<file path="src/fmac_pkg.sv">
// Shared types and constants for the fire and motion alarm controller.
// Depends on nothing; every other file imports it.
package fmac_pkg;

    // Input op codes
    localparam logic [1:0] OP_TICK = 2'd0;
    localparam logic [1:0] OP_TEMP = 2'd1;
    localparam logic [1:0] OP_GYRO = 2'd2;

    // Configuration register indexes
    localparam logic [1:0] REG_TEMP_LIMIT    = 2'd0;
    localparam logic [1:0] REG_SENSITIVITY   = 2'd1;
    localparam logic [1:0] REG_ALARM_SECONDS = 2'd2;

    localparam logic [6:0] TEMP_LIMIT_RST    = 7'd30;
    localparam logic [3:0] SENSITIVITY_RST   = 4'd5;
    localparam logic [5:0] ALARM_SECONDS_RST = 6'd30;

    // Run of large gyro beats needed for the motion alarm, beeper length in ms
    localparam logic [2:0] RUN_NEEDED = 3'd5;
    localparam logic [6:0] BEEP_MS    = 7'd100;

    // Tone period in us for each tone select (1e6 / frequency)
    localparam logic [10:0] TONE_PERIOD_US [8] = '{
        11'd2024, 11'd1912, 11'd1700, 11'd1515,
        11'd1432, 11'd1275, 11'd1136, 11'd1012
    };

    typedef struct packed {
        logic [1:0]         op;
        logic signed [11:0] temp_q4;
        logic signed [15:0] rate_x;
        logic signed [15:0] rate_y;
        logic signed [15:0] rate_z;
    } in_t;

    typedef struct packed {
        logic        heat_alarm;
        logic        shake_alarm;
        logic        digits_shown;
        logic [3:0]  digit_ten_sec;
        logic [3:0]  digit_sec;
        logic [3:0]  digit_tenth;
        logic [3:0]  digit_hundredth;
        logic        beep_on;
        logic [10:0] beep_period_us;
    } out_t;

    typedef struct packed {
        logic [6:0] temp_limit;
        logic [3:0] sensitivity;
        logic [5:0] alarm_seconds;
    } cfg_t;

    typedef enum logic [1:0] {
        KIND_TICK,
        KIND_TEMP,
        KIND_GYRO,
        KIND_NOP
    } kind_t;

    // Classified item handed from the front to the back
    typedef struct packed {
        kind_t kind;
        logic  hit;     // temp: latches heat alarm; gyro: large sample
    } cmd_t;

endpackage

</file>
<file path="src/fmac_front.sv">
// Front end: decodes each input beat and classifies it in two stages
// (squares, then sum and compare). Depends on fmac_pkg.
module fmac_front (
    input  logic          clk,
    input  logic          rst_n,
    input  logic          in_take,
    input  fmac_pkg::in_t in_beat,
    input  fmac_pkg::cfg_t cfg,
    output logic          cmd_valid,
    output fmac_pkg::cmd_t cmd,
    output logic [1:0]    inflight
);
    import fmac_pkg::*;

    logic        v1_reg;
    kind_t       kind1_reg;
    logic        temp_hit1_reg;
    logic [30:0] sq_x_reg, sq_y_reg, sq_z_reg;
    logic        v2_reg;
    cmd_t        cmd2_reg;

    kind_t              kind1_next;
    logic               temp_hit1_next;
    logic signed [31:0] px, py, pz;
    logic signed [11:0] limit_q4;
    logic signed [15:0] mag_lim;
    logic [32:0]        mag;
    logic               big;
    logic               armed;
    cmd_t               cmd2_next;

    assign armed = (cfg.alarm_seconds != 6'd0);

    always_comb
    begin
        case (in_beat.op)
            OP_TICK: kind1_next = KIND_TICK;
            OP_TEMP: kind1_next = KIND_TEMP;
            OP_GYRO: kind1_next = KIND_GYRO;
            default: kind1_next = KIND_NOP;
        endcase
        limit_q4 = $signed({1'b0, cfg.temp_limit, 4'b0000});
        temp_hit1_next = (in_beat.temp_q4 < 12'sd2000) && (in_beat.temp_q4 >= limit_q4)
                         && armed;
        px = in_beat.rate_x * in_beat.rate_x;
        py = in_beat.rate_y * in_beat.rate_y;
        pz = in_beat.rate_z * in_beat.rate_z;
    end

    // Stage two: magnitude against 2000 * (10 - sensitivity), negative limit always passes
    always_comb
    begin
        mag_lim = 16'sd2000 * (16'sd10 - $signed({12'd0, cfg.sensitivity}));
        mag = {2'b00, sq_x_reg} + {2'b00, sq_y_reg} + {2'b00, sq_z_reg};
        big = mag_lim[15] || (mag > {17'd0, mag_lim});
        cmd2_next.kind = kind1_reg;
        case (kind1_reg)
            KIND_TEMP: cmd2_next.hit = temp_hit1_reg;
            KIND_GYRO: cmd2_next.hit = big && armed;
            default:   cmd2_next.hit = 1'b0;
        endcase
    end

    always_ff @(posedge clk or negedge rst_n)
    begin
        if (!rst_n)
        begin
            v1_reg <= 1'b0;
            v2_reg <= 1'b0;
        end
        else
        begin
            v1_reg <= in_take;
            v2_reg <= v1_reg;
        end
    end

    always_ff @(posedge clk)
    begin
        kind1_reg     <= kind1_next;
        temp_hit1_reg <= temp_hit1_next;
        sq_x_reg      <= px[30:0];
        sq_y_reg      <= py[30:0];
        sq_z_reg      <= pz[30:0];
        cmd2_reg      <= cmd2_next;
    end

    assign cmd_valid = v2_reg;
    assign cmd       = cmd2_reg;
    assign inflight  = {1'b0, v1_reg} + {1'b0, v2_reg};

endmodule

</file>
<file path="src/fmac_queue.sv">
// Short queue of classified items between the front and the back.
// Depends on fmac_pkg.
module fmac_queue #(
    parameter int DEPTH = 4
) (
    input  logic                         clk,
    input  logic                         rst_n,
    input  logic                         push,
    input  fmac_pkg::cmd_t               push_cmd,
    input  logic                         pop,
    output logic                         not_empty,
    output fmac_pkg::cmd_t               head,
    output logic [$clog2(DEPTH+1)-1:0]   count
);
    import fmac_pkg::*;

    localparam int PTR_W = $clog2(DEPTH);
    localparam int CNT_W = $clog2(DEPTH + 1);
    localparam logic [PTR_W-1:0] LAST = PTR_W'(DEPTH - 1);

    cmd_t             entry_reg [DEPTH];
    logic [PTR_W-1:0] wr_ptr_reg, wr_ptr_next;
    logic [PTR_W-1:0] rd_ptr_reg, rd_ptr_next;
    logic [CNT_W-1:0] count_reg, count_next;

    always_comb
    begin
        wr_ptr_next = wr_ptr_reg;
        rd_ptr_next = rd_ptr_reg;
        count_next  = count_reg;
        if (push)
        begin
            wr_ptr_next = (wr_ptr_reg == LAST) ? '0 : wr_ptr_reg + 1'b1;
        end
        if (pop)
        begin
            rd_ptr_next = (rd_ptr_reg == LAST) ? '0 : rd_ptr_reg + 1'b1;
        end
        if (push && !pop)
        begin
            count_next = count_reg + 1'b1;
        end
        else if (pop && !push)
        begin
            count_next = count_reg - 1'b1;
        end
    end

    always_ff @(posedge clk or negedge rst_n)
    begin
        if (!rst_n)
        begin
            wr_ptr_reg <= '0;
            rd_ptr_reg <= '0;
            count_reg  <= '0;
        end
        else
        begin
            wr_ptr_reg <= wr_ptr_next;
            rd_ptr_reg <= rd_ptr_next;
            count_reg  <= count_next;
        end
    end

    always_ff @(posedge clk)
    begin
        if (push)
        begin
            entry_reg[wr_ptr_reg] <= push_cmd;
        end
    end

    assign not_empty = (count_reg != '0);
    assign head      = entry_reg[rd_ptr_reg];
    assign count     = count_reg;

endmodule

</file>
<file path="src/fmac_back.sv">
// Back end: alarm latches, motion run counter, BCD countdown and beeper,
// plus the output register. Depends on fmac_pkg.
module fmac_back (
    input  logic           clk,
    input  logic           rst_n,
    input  logic           cmd_valid,
    input  fmac_pkg::cmd_t cmd,
    input  fmac_pkg::cfg_t cfg,
    output logic           cmd_pop,
    output logic           out_valid,
    input  logic           out_stall,
    output fmac_pkg::out_t out_data
);
    import fmac_pkg::*;

    logic            heat_reg, heat_next;
    logic            shake_reg, shake_next;
    logic [2:0]      over_run_reg, over_run_next;
    logic            active_reg, active_next;
    logic [4:0][3:0] bcd_reg, bcd_next;     // remaining ms, digit 0 is units
    logic [6:0]      beep_left_reg, beep_left_next;
    logic [2:0]      tone_reg, tone_next;
    logic            out_valid_reg;
    out_t            out_reg, out_next;

    logic [4:0][3:0] bcd_dec;
    logic [4:0][3:0] bcd_load;
    logic            bcd_le_one;
    logic            borrow;
    logic [2:0]      over_inc;
    logic [3:0]      hund;
    logic            shown;
    logic            start;

    function automatic logic [7:0] sec_to_bcd(input logic [5:0] s);
        logic [3:0] tens;
        logic [5:0] rest;
        tens = 4'd0;
        rest = s;
        for (int i = 1; i <= 6; i++)
        begin
            if (s >= 6'(10 * i))
            begin
                tens = 4'(i);
                rest = s - 6'(10 * i);
            end
        end
        return {tens, rest[3:0]};
    endfunction

    assign cmd_pop = cmd_valid && (!out_valid_reg || !out_stall);

    // Countdown helpers: BCD decrement, load of alarm_seconds * 1000
    always_comb
    begin
        borrow = 1'b1;
        for (int i = 0; i < 5; i++)
        begin
            bcd_dec[i] = bcd_reg[i];
            if (borrow)
            begin
                if (bcd_reg[i] == 4'd0)
                begin
                    bcd_dec[i] = 4'd9;
                end
                else
                begin
                    bcd_dec[i] = bcd_reg[i] - 4'd1;
                    borrow     = 1'b0;
                end
            end
        end
        bcd_load      = '0;
        bcd_load[4:3] = sec_to_bcd(cfg.alarm_seconds);
        bcd_le_one    = (bcd_reg[4:1] == '0) && (bcd_reg[0] <= 4'd1);
        over_inc      = (over_run_reg < RUN_NEEDED) ? over_run_reg + 3'd1 : over_run_reg;
    end

    always_comb
    begin
        heat_next      = heat_reg;
        shake_next     = shake_reg;
        over_run_next  = over_run_reg;
        active_next    = active_reg;
        bcd_next       = bcd_reg;
        beep_left_next = beep_left_reg;
        tone_next      = tone_reg;
        shown          = 1'b0;
        start          = 1'b0;
        hund           = bcd_dec[2];
        case (cmd.kind)
            KIND_TICK:
            begin
                if (beep_left_reg != 7'd0)
                begin
                    beep_left_next = beep_left_reg - 7'd1;
                end
                if ((heat_reg || shake_reg) && cfg.alarm_seconds != 6'd0)
                begin
                    if (!active_reg)
                    begin
                        active_next = 1'b1;
                        bcd_next    = bcd_load;
                    end
                    else if (bcd_le_one)
                    begin
                        heat_next   = 1'b0;
                        shake_next  = 1'b0;
                        active_next = 1'b0;
                        bcd_next    = '0;
                    end
                    else
                    begin
                        bcd_next = bcd_dec;
                        shown    = 1'b1;
                        // heat alarm beeps on tenths 1, 3, 5; motion alarm on 1 to 7
                        if (heat_reg)
                        begin
                            start = (hund == 4'd1) || (hund == 4'd3) || (hund == 4'd5);
                        end
                        else
                        begin
                            start = (hund != 4'd0) && (hund <= 4'd7);
                        end
                        if (start)
                        begin
                            tone_next      = hund[2:0];
                            beep_left_next = BEEP_MS;
                        end
                    end
                end
                if (beep_left_next == 7'd0)
                begin
                    tone_next = 3'd0;
                end
            end
            KIND_TEMP:
            begin
                if (cmd.hit)
                begin
                    heat_next = 1'b1;
                end
            end
            KIND_GYRO:
            begin
                if (cmd.hit)
                begin
                    over_run_next = over_inc;
                    if (over_inc >= RUN_NEEDED && cfg.sensitivity != 4'd0)
                    begin
                        shake_next = 1'b1;
                    end
                end
                else
                begin
                    over_run_next = 3'd0;
                end
            end
            default:
            begin
            end
        endcase

        out_next.heat_alarm      = heat_next;
        out_next.shake_alarm     = shake_next;
        out_next.digits_shown    = shown;
        out_next.digit_ten_sec   = shown ? bcd_dec[4] : 4'd0;
        out_next.digit_sec       = shown ? bcd_dec[3] : 4'd0;
        out_next.digit_tenth     = shown ? bcd_dec[2] : 4'd0;
        out_next.digit_hundredth = shown ? bcd_dec[1] : 4'd0;
        out_next.beep_on         = (beep_left_next != 7'd0);
        out_next.beep_period_us  = out_next.beep_on ? TONE_PERIOD_US[tone_next] : 11'd0;
    end

    always_ff @(posedge clk or negedge rst_n)
    begin
        if (!rst_n)
        begin
            heat_reg      <= 1'b0;
            shake_reg     <= 1'b0;
            over_run_reg  <= 3'd0;
            active_reg    <= 1'b0;
            bcd_reg       <= '0;
            beep_left_reg <= 7'd0;
            tone_reg      <= 3'd0;
            out_valid_reg <= 1'b0;
        end
        else
        begin
            if (cmd_pop)
            begin
                heat_reg      <= heat_next;
                shake_reg     <= shake_next;
                over_run_reg  <= over_run_next;
                active_reg    <= active_next;
                bcd_reg       <= bcd_next;
                beep_left_reg <= beep_left_next;
                tone_reg      <= tone_next;
                out_valid_reg <= 1'b1;
            end
            else if (!out_stall)
            begin
                out_valid_reg <= 1'b0;
            end
        end
    end

    always_ff @(posedge clk)
    begin
        if (cmd_pop)
        begin
            out_reg <= out_next;
        end
    end

    assign out_valid = out_valid_reg;
    assign out_data  = out_reg;

endmodule

</file>
<file path="src/fire_motion_alarm_controller.sv">
// Top level of the fire and motion alarm controller: configuration registers,
// front classifier, item queue and back end. Depends on fmac_pkg, fmac_front,
// fmac_queue and fmac_back.
//   channel  | beat                 | handshake
//   ---------+----------------------+------------------------------
//   in       | in_data  (in_t)      | in_valid / in_stall
//   out      | out_data (out_t)     | out_valid / out_stall
//   cfg      | cfg_index, cfg_data  | cfg_we, no wait
//
// One item per clock sustained while the output is not stalled; an input beat
// goes through the two front stages, the queue and the output register.
// The front takes a beat whenever the queue plus items in flight in the
// front stay below QUEUE_DEPTH; the gyro squarers set the front depth.
// Reset clears alarms, countdown and beeper and loads register defaults.
// A stalled output holds its beat while up to QUEUE_DEPTH items back up.
module fire_motion_alarm_controller #(
    parameter int QUEUE_DEPTH = 4
) (
    input  logic           clk,
    input  logic           rst_n,
    input  logic           in_valid,
    output logic           in_stall,
    input  fmac_pkg::in_t  in_data,
    output logic           out_valid,
    input  logic           out_stall,
    output fmac_pkg::out_t out_data,
    input  logic           cfg_we,
    input  logic [1:0]     cfg_index,
    input  logic [6:0]     cfg_data
);
    import fmac_pkg::*;

    localparam int CNT_W = $clog2(QUEUE_DEPTH + 1);
    localparam int OCC_W = $clog2(QUEUE_DEPTH + 3);

    cfg_t             cfg_reg;
    logic             in_take;
    logic             cmd_valid;
    cmd_t             cmd;
    logic [1:0]       inflight;
    logic             q_not_empty;
    cmd_t             q_head;
    logic [CNT_W-1:0] q_count;
    logic             q_pop;
    logic [OCC_W-1:0] occupancy;

    always_ff @(posedge clk or negedge rst_n)
    begin
        if (!rst_n)
        begin
            cfg_reg.temp_limit    <= TEMP_LIMIT_RST;
            cfg_reg.sensitivity   <= SENSITIVITY_RST;
            cfg_reg.alarm_seconds <= ALARM_SECONDS_RST;
        end
        else if (cfg_we)
        begin
            case (cfg_index)
                REG_TEMP_LIMIT:    cfg_reg.temp_limit    <= cfg_data;
                REG_SENSITIVITY:   cfg_reg.sensitivity   <= cfg_data[3:0];
                REG_ALARM_SECONDS: cfg_reg.alarm_seconds <= cfg_data[5:0];
                default:
                begin
                end
            endcase
        end
    end

    // Reserve a queue slot for every beat still inside the front stages
    assign occupancy = OCC_W'(q_count) + OCC_W'(inflight);
    assign in_stall  = (occupancy >= OCC_W'(QUEUE_DEPTH));
    assign in_take   = in_valid && !in_stall;

    fmac_front u_front (
        .clk       (clk),
        .rst_n     (rst_n),
        .in_take   (in_take),
        .in_beat   (in_data),
        .cfg       (cfg_reg),
        .cmd_valid (cmd_valid),
        .cmd       (cmd),
        .inflight  (inflight)
    );

    fmac_queue #(
        .DEPTH (QUEUE_DEPTH)
    ) u_queue (
        .clk       (clk),
        .rst_n     (rst_n),
        .push      (cmd_valid),
        .push_cmd  (cmd),
        .pop       (q_pop),
        .not_empty (q_not_empty),
        .head      (q_head),
        .count     (q_count)
    );

    fmac_back u_back (
        .clk       (clk),
        .rst_n     (rst_n),
        .cmd_valid (q_not_empty),
        .cmd       (q_head),
        .cfg       (cfg_reg),
        .cmd_pop   (q_pop),
        .out_valid (out_valid),
        .out_stall (out_stall),
        .out_data  (out_data)
    );

endmodule

</file>
<file path="config.mk">
export PLATFORM = sky130hd
export DESIGN_NAME = fire_motion_alarm_controller
export DESIGN_NICKNAME = d
export VERILOG_FILES = /design/src/fmac_pkg.sv /design/src/fmac_front.sv /design/src/fmac_queue.sv /design/src/fmac_back.sv /design/src/fire_motion_alarm_controller.sv
export SDC_FILE = /design/constraint.sdc
export NUM_CORES = 2
export LEC_CHECK = 0
export BUFFER_PORTS_ARGS = -buffer_cell sky130_fd_sc_hd__buf_2
export CAP_MARGIN = 20
export CORE_ASPECT_RATIO = 1.2
export CORE_MARGIN = 2
export CORE_UTILIZATION = 62
export DETAILED_ROUTE_END_ITERATION = 10
export PLACE_DENSITY = 0.78
export SLEW_MARGIN = 20
export SYNTH_ARGS = -nofsm -noshare
export SYNTH_HDL_FRONTEND = slang
export SYNTH_SLANG_ARGS = --single-unit
export TNS_END_PERCENT = 50
</file>
<file path="constraint.sdc">
create_clock -name clk -period 12.5 [get_ports clk]
set_clock_uncertainty 0.2 [all_clocks]
set_input_delay 1.25 -clock clk [delete_from_list [all_inputs] [get_ports clk]]
set_output_delay 1.25 -clock clk [all_outputs]
set_load 0.005 [all_outputs]
</file>
==> results.ini <==
[outcome]
outcome=complete, no violations

[clock_tree]
cts_tree=yes
htreeDepth=1
clock_net_sink_count=201
cts_setup_buffers=0
cts_made_buffers=25
holdBufCountCts=0
root_buffer=sky130_fd_sc_hd__clkbuf_16
path_clk_slew_ns=0.06
cts_resized=0
ctsLongestPathBuffers=3
source_to_sink_clock_delay_at_the_later_pin_of_the_worst_skew_pair_ns=0.55

[grt]
grt_util_met2_pct=49.8
number_of_global_route_vias_before_repair=28200
grt_util_all_layers_pct=26.6
globalRoute.totalOverflow=0
grt_antenna_before_repair=4
grt.met3_usage_pct=2.80
pin_count_of_the_biggest_net_entering_global_routing=64
grt_first_pass_wirelength_um=132000
grt.met1_usage_pct=31.6
grt.busiest_layer=met2

[synthesis]
synth.top_cells.by_area=sky130_fd_sc_hd__fa_1 38%, sky130_fd_sc_hd__ha_1 13%, sky130_fd_sc_hd__inv_1 10%
synth-seq-area-share_pct=12.9
dominant_cell_type_by_area_after_synthesis=sky130_fd_sc_hd__fa_1
synth.ff_latch_count=201
synth_edf_count=42
count_of_different_cell_masters_after_synthesis=86
dominantRegCellSynth=sky130_fd_sc_hd__dfxtp_1
ys_top_cells_by_count=1003 x sky130_fd_sc_hd__inv_1, 706 x sky130_fd_sc_hd__fa_1, 375 x sky130_fd_sc_hd__ha_1
synthesis.yosys.warnings=0
async_s_r_ff_share_synth_pct=31.3
syn_nets=5104
syn_area_per_cell_um2=9.35
share_of_yosys_cell_area_claimed_by_the_top_area_cell_type_pct=38.3
synth.most_common_cell=sky130_fd_sc_hd__inv_1
post_synth_inst_count=3947
syn_area_mm2=0.0369

[routing]
detail_route.drc_violations=0
ant_nets=0
wirelength_um=76300
dr.pass1.iters=7
post_drt_via_cell_ratio=5.37
routed-via-count=25800
avgRoutedWirePerCell_um=15.9
drt_iter0_markers=1251

[worst_hold_path]
worstHoldPathCells=0
holdCritPathClass=reg2reg

[timing]
final_min_period_over_clock_period_pct=60.3
pins_over_their_slew_limit=0
total_neg_setup_slack_ns=0
relSlewSlack_pct=33.3
setup_ws_ns=4.97
report.final.hold_viol_count=0
timing.final.setup_violations=0
rsz0062_at_grt=no
worst_pin_slew_ns=0.993
tmin_final_ns=7.53
clock.fmax_mhz=133

[layout]
fillCellCount=4704
utilization_after_layout_pct=66.5
area_delta_synth_final_pct=5.60
drive_gt1_share_pct=5.15
fin_nets=5154

[die]
placementRows=97
horizontal_extent_of_the_die_um=227
die-height_um=271
io_pins=109
initial_core_util_pct=62.9
die_area_mm2=0.0615
core-area_mm2=0.0586

[worst_setup_path]
cp_cell_sequence=buf_2 -> clkinv_1 -> nor2_1 -> fa_1 -> inv_1 -> fa_1 -> fa_1 -> fa_1 -> fa_1 -> inv_1 -> fa_1 -> ha_1 -> nor2b_1 -> o21ai_1 -> nand2b_1 -> a21o_1 -> a21o_1 -> a32o_1 -> o41a_1 -> a2111oi_0 -> o21bai_1 -> xnor2_1
cpPeakStageDelay_ns=0.51
end_kind=flip-flop
slowest_stage=sky130_fd_sc_hd__fa_1
reg2regPathDepth=26
cp.arrival_ns=7.73
crit_path_kind=in2reg
critical_path.most_common_cell=sky130_fd_sc_hd__fa_1
worst_setup_path_start_kind=input port
crit_fanout=22
worst_ep_required_time_ns=12.70

[job]
maxCapViolations=0

[place]
place.gp.congestion=0.911
dp_hpwl_um=64500
placement.io_buffers=108
worst_case_setup_slack_after_placement_ns=4.38

-- through the flow --
step / hold slack, ns / cells / cell area (µm²)
finish: 0.177 / 4811 / 39000
global route: 0.189 / 4809 / 39000
CTS: 0.178 / 4808 / 39000
detailed placement: 0.168 / 4762 / 38100
global placement: 0.176 / 4762 / 38100
floorplan: 0.155 / 3947 / 36900
-- cell families after synthesis --
group | count (synthesis) | synth area share, %
buf+inv | 1094 | 11.2
fa+ha+maj | 1081 | 51.0
simple gates | 912 | 11.8
compound gates | 445 | 7.75
flops | 201 | 12.9
xor+xnor | 184 | 4.37
mux | 30 | 0.977
-- metal layers --
metal / wire (µm) / vias to the layer above
met3: 3080 / 152
met5: 24 / -
li1: - / 12200
met2: 41600 / 541
met1: 29100 / 12900
met4: 2470 / 4
-- critical path: cells and delay by family --
kind            cells  cell delay, ns
fa+ha+maj           7            3.29
compound gates      7            1.55
buf+inv             4            0.98
simple gates        3            0.52
xor+xnor            1            0.13
-- path summary, 6_finish.rpt --
path / start / end / slack (ns)
worst min register to register: u_front.v1_reg / u_front.cmd_valid / 0.18
worst min-delay path: u_front.v1_reg / u_front.cmd_valid / 0.18
worst max register to register: cfg_reg[6] / u_front.cmd[0] / 5.20
max in group asynchronous: rst_n / cfg_reg[5] / 10.87
min in group asynchronous: rst_n / u_back.bcd_reg[14] / 0.66
worst max-delay path: in_data[47] / u_front.sq_x_reg[30] / 4.97
-- cell usage in the layout (no fill, tap or decap), types with 11 or more instances in the layout --
cell type                   netlist  routed
sky130_fd_sc_hd__a211oi_1        16      16
sky130_fd_sc_hd__a21o_1          48      48
sky130_fd_sc_hd__a21oi_1        129     129
sky130_fd_sc_hd__a22o_1          11      11
sky130_fd_sc_hd__a31oi_1         23      23
sky130_fd_sc_hd__and2_1         152     152
sky130_fd_sc_hd__and3_1          20      20
sky130_fd_sc_hd__buf_2            2     108
sky130_fd_sc_hd__clkbuf_16        0      28
sky130_fd_sc_hd__dfrtp_1         53      53
sky130_fd_sc_hd__dfxtp_1         96      96
sky130_fd_sc_hd__edfxtp_1        42      42
sky130_fd_sc_hd__fa_1           706     706
sky130_fd_sc_hd__ha_1           375     375
sky130_fd_sc_hd__inv_1         1003    1003
sky130_fd_sc_hd__mux2_2          16      16
sky130_fd_sc_hd__nand2_1        328     328
sky130_fd_sc_hd__nand2b_1        34      34
sky130_fd_sc_hd__nand3_1         45      45
sky130_fd_sc_hd__nor2_1         195     195
sky130_fd_sc_hd__nor2b_1         31      31
sky130_fd_sc_hd__nor3_1          45      45
sky130_fd_sc_hd__o211ai_1        12      12
sky130_fd_sc_hd__o21a_1          20      20
sky130_fd_sc_hd__o21ai_0         75      75
sky130_fd_sc_hd__o21ai_1         20      20
sky130_fd_sc_hd__o21bai_1        19      19
sky130_fd_sc_hd__xnor2_1        131     131
sky130_fd_sc_hd__xor2_1          53      53
-- final cells by class --
type | instances | area (µm²) | area share, %
Multi-Input combinational cell | 2652 | 28000 | 71.9
Sequential cell | 201 | 4770 | 12.2
Inverter | 1006 | 3780 | 9.69
Tap cell | 792 | 991 | 2.54
Clock buffer | 29 | 704 | 1.81
Timing Repair Buffer | 111 | 563 | 1.44
Clock inverter | 17 | 141 | 0.363
Antenna cell | 3 | 7.51 | 0.0193
Power is left out: the tool's default activity adds up to more than one toggle a clock period on the data nets, which glitch-free logic cannot reach.
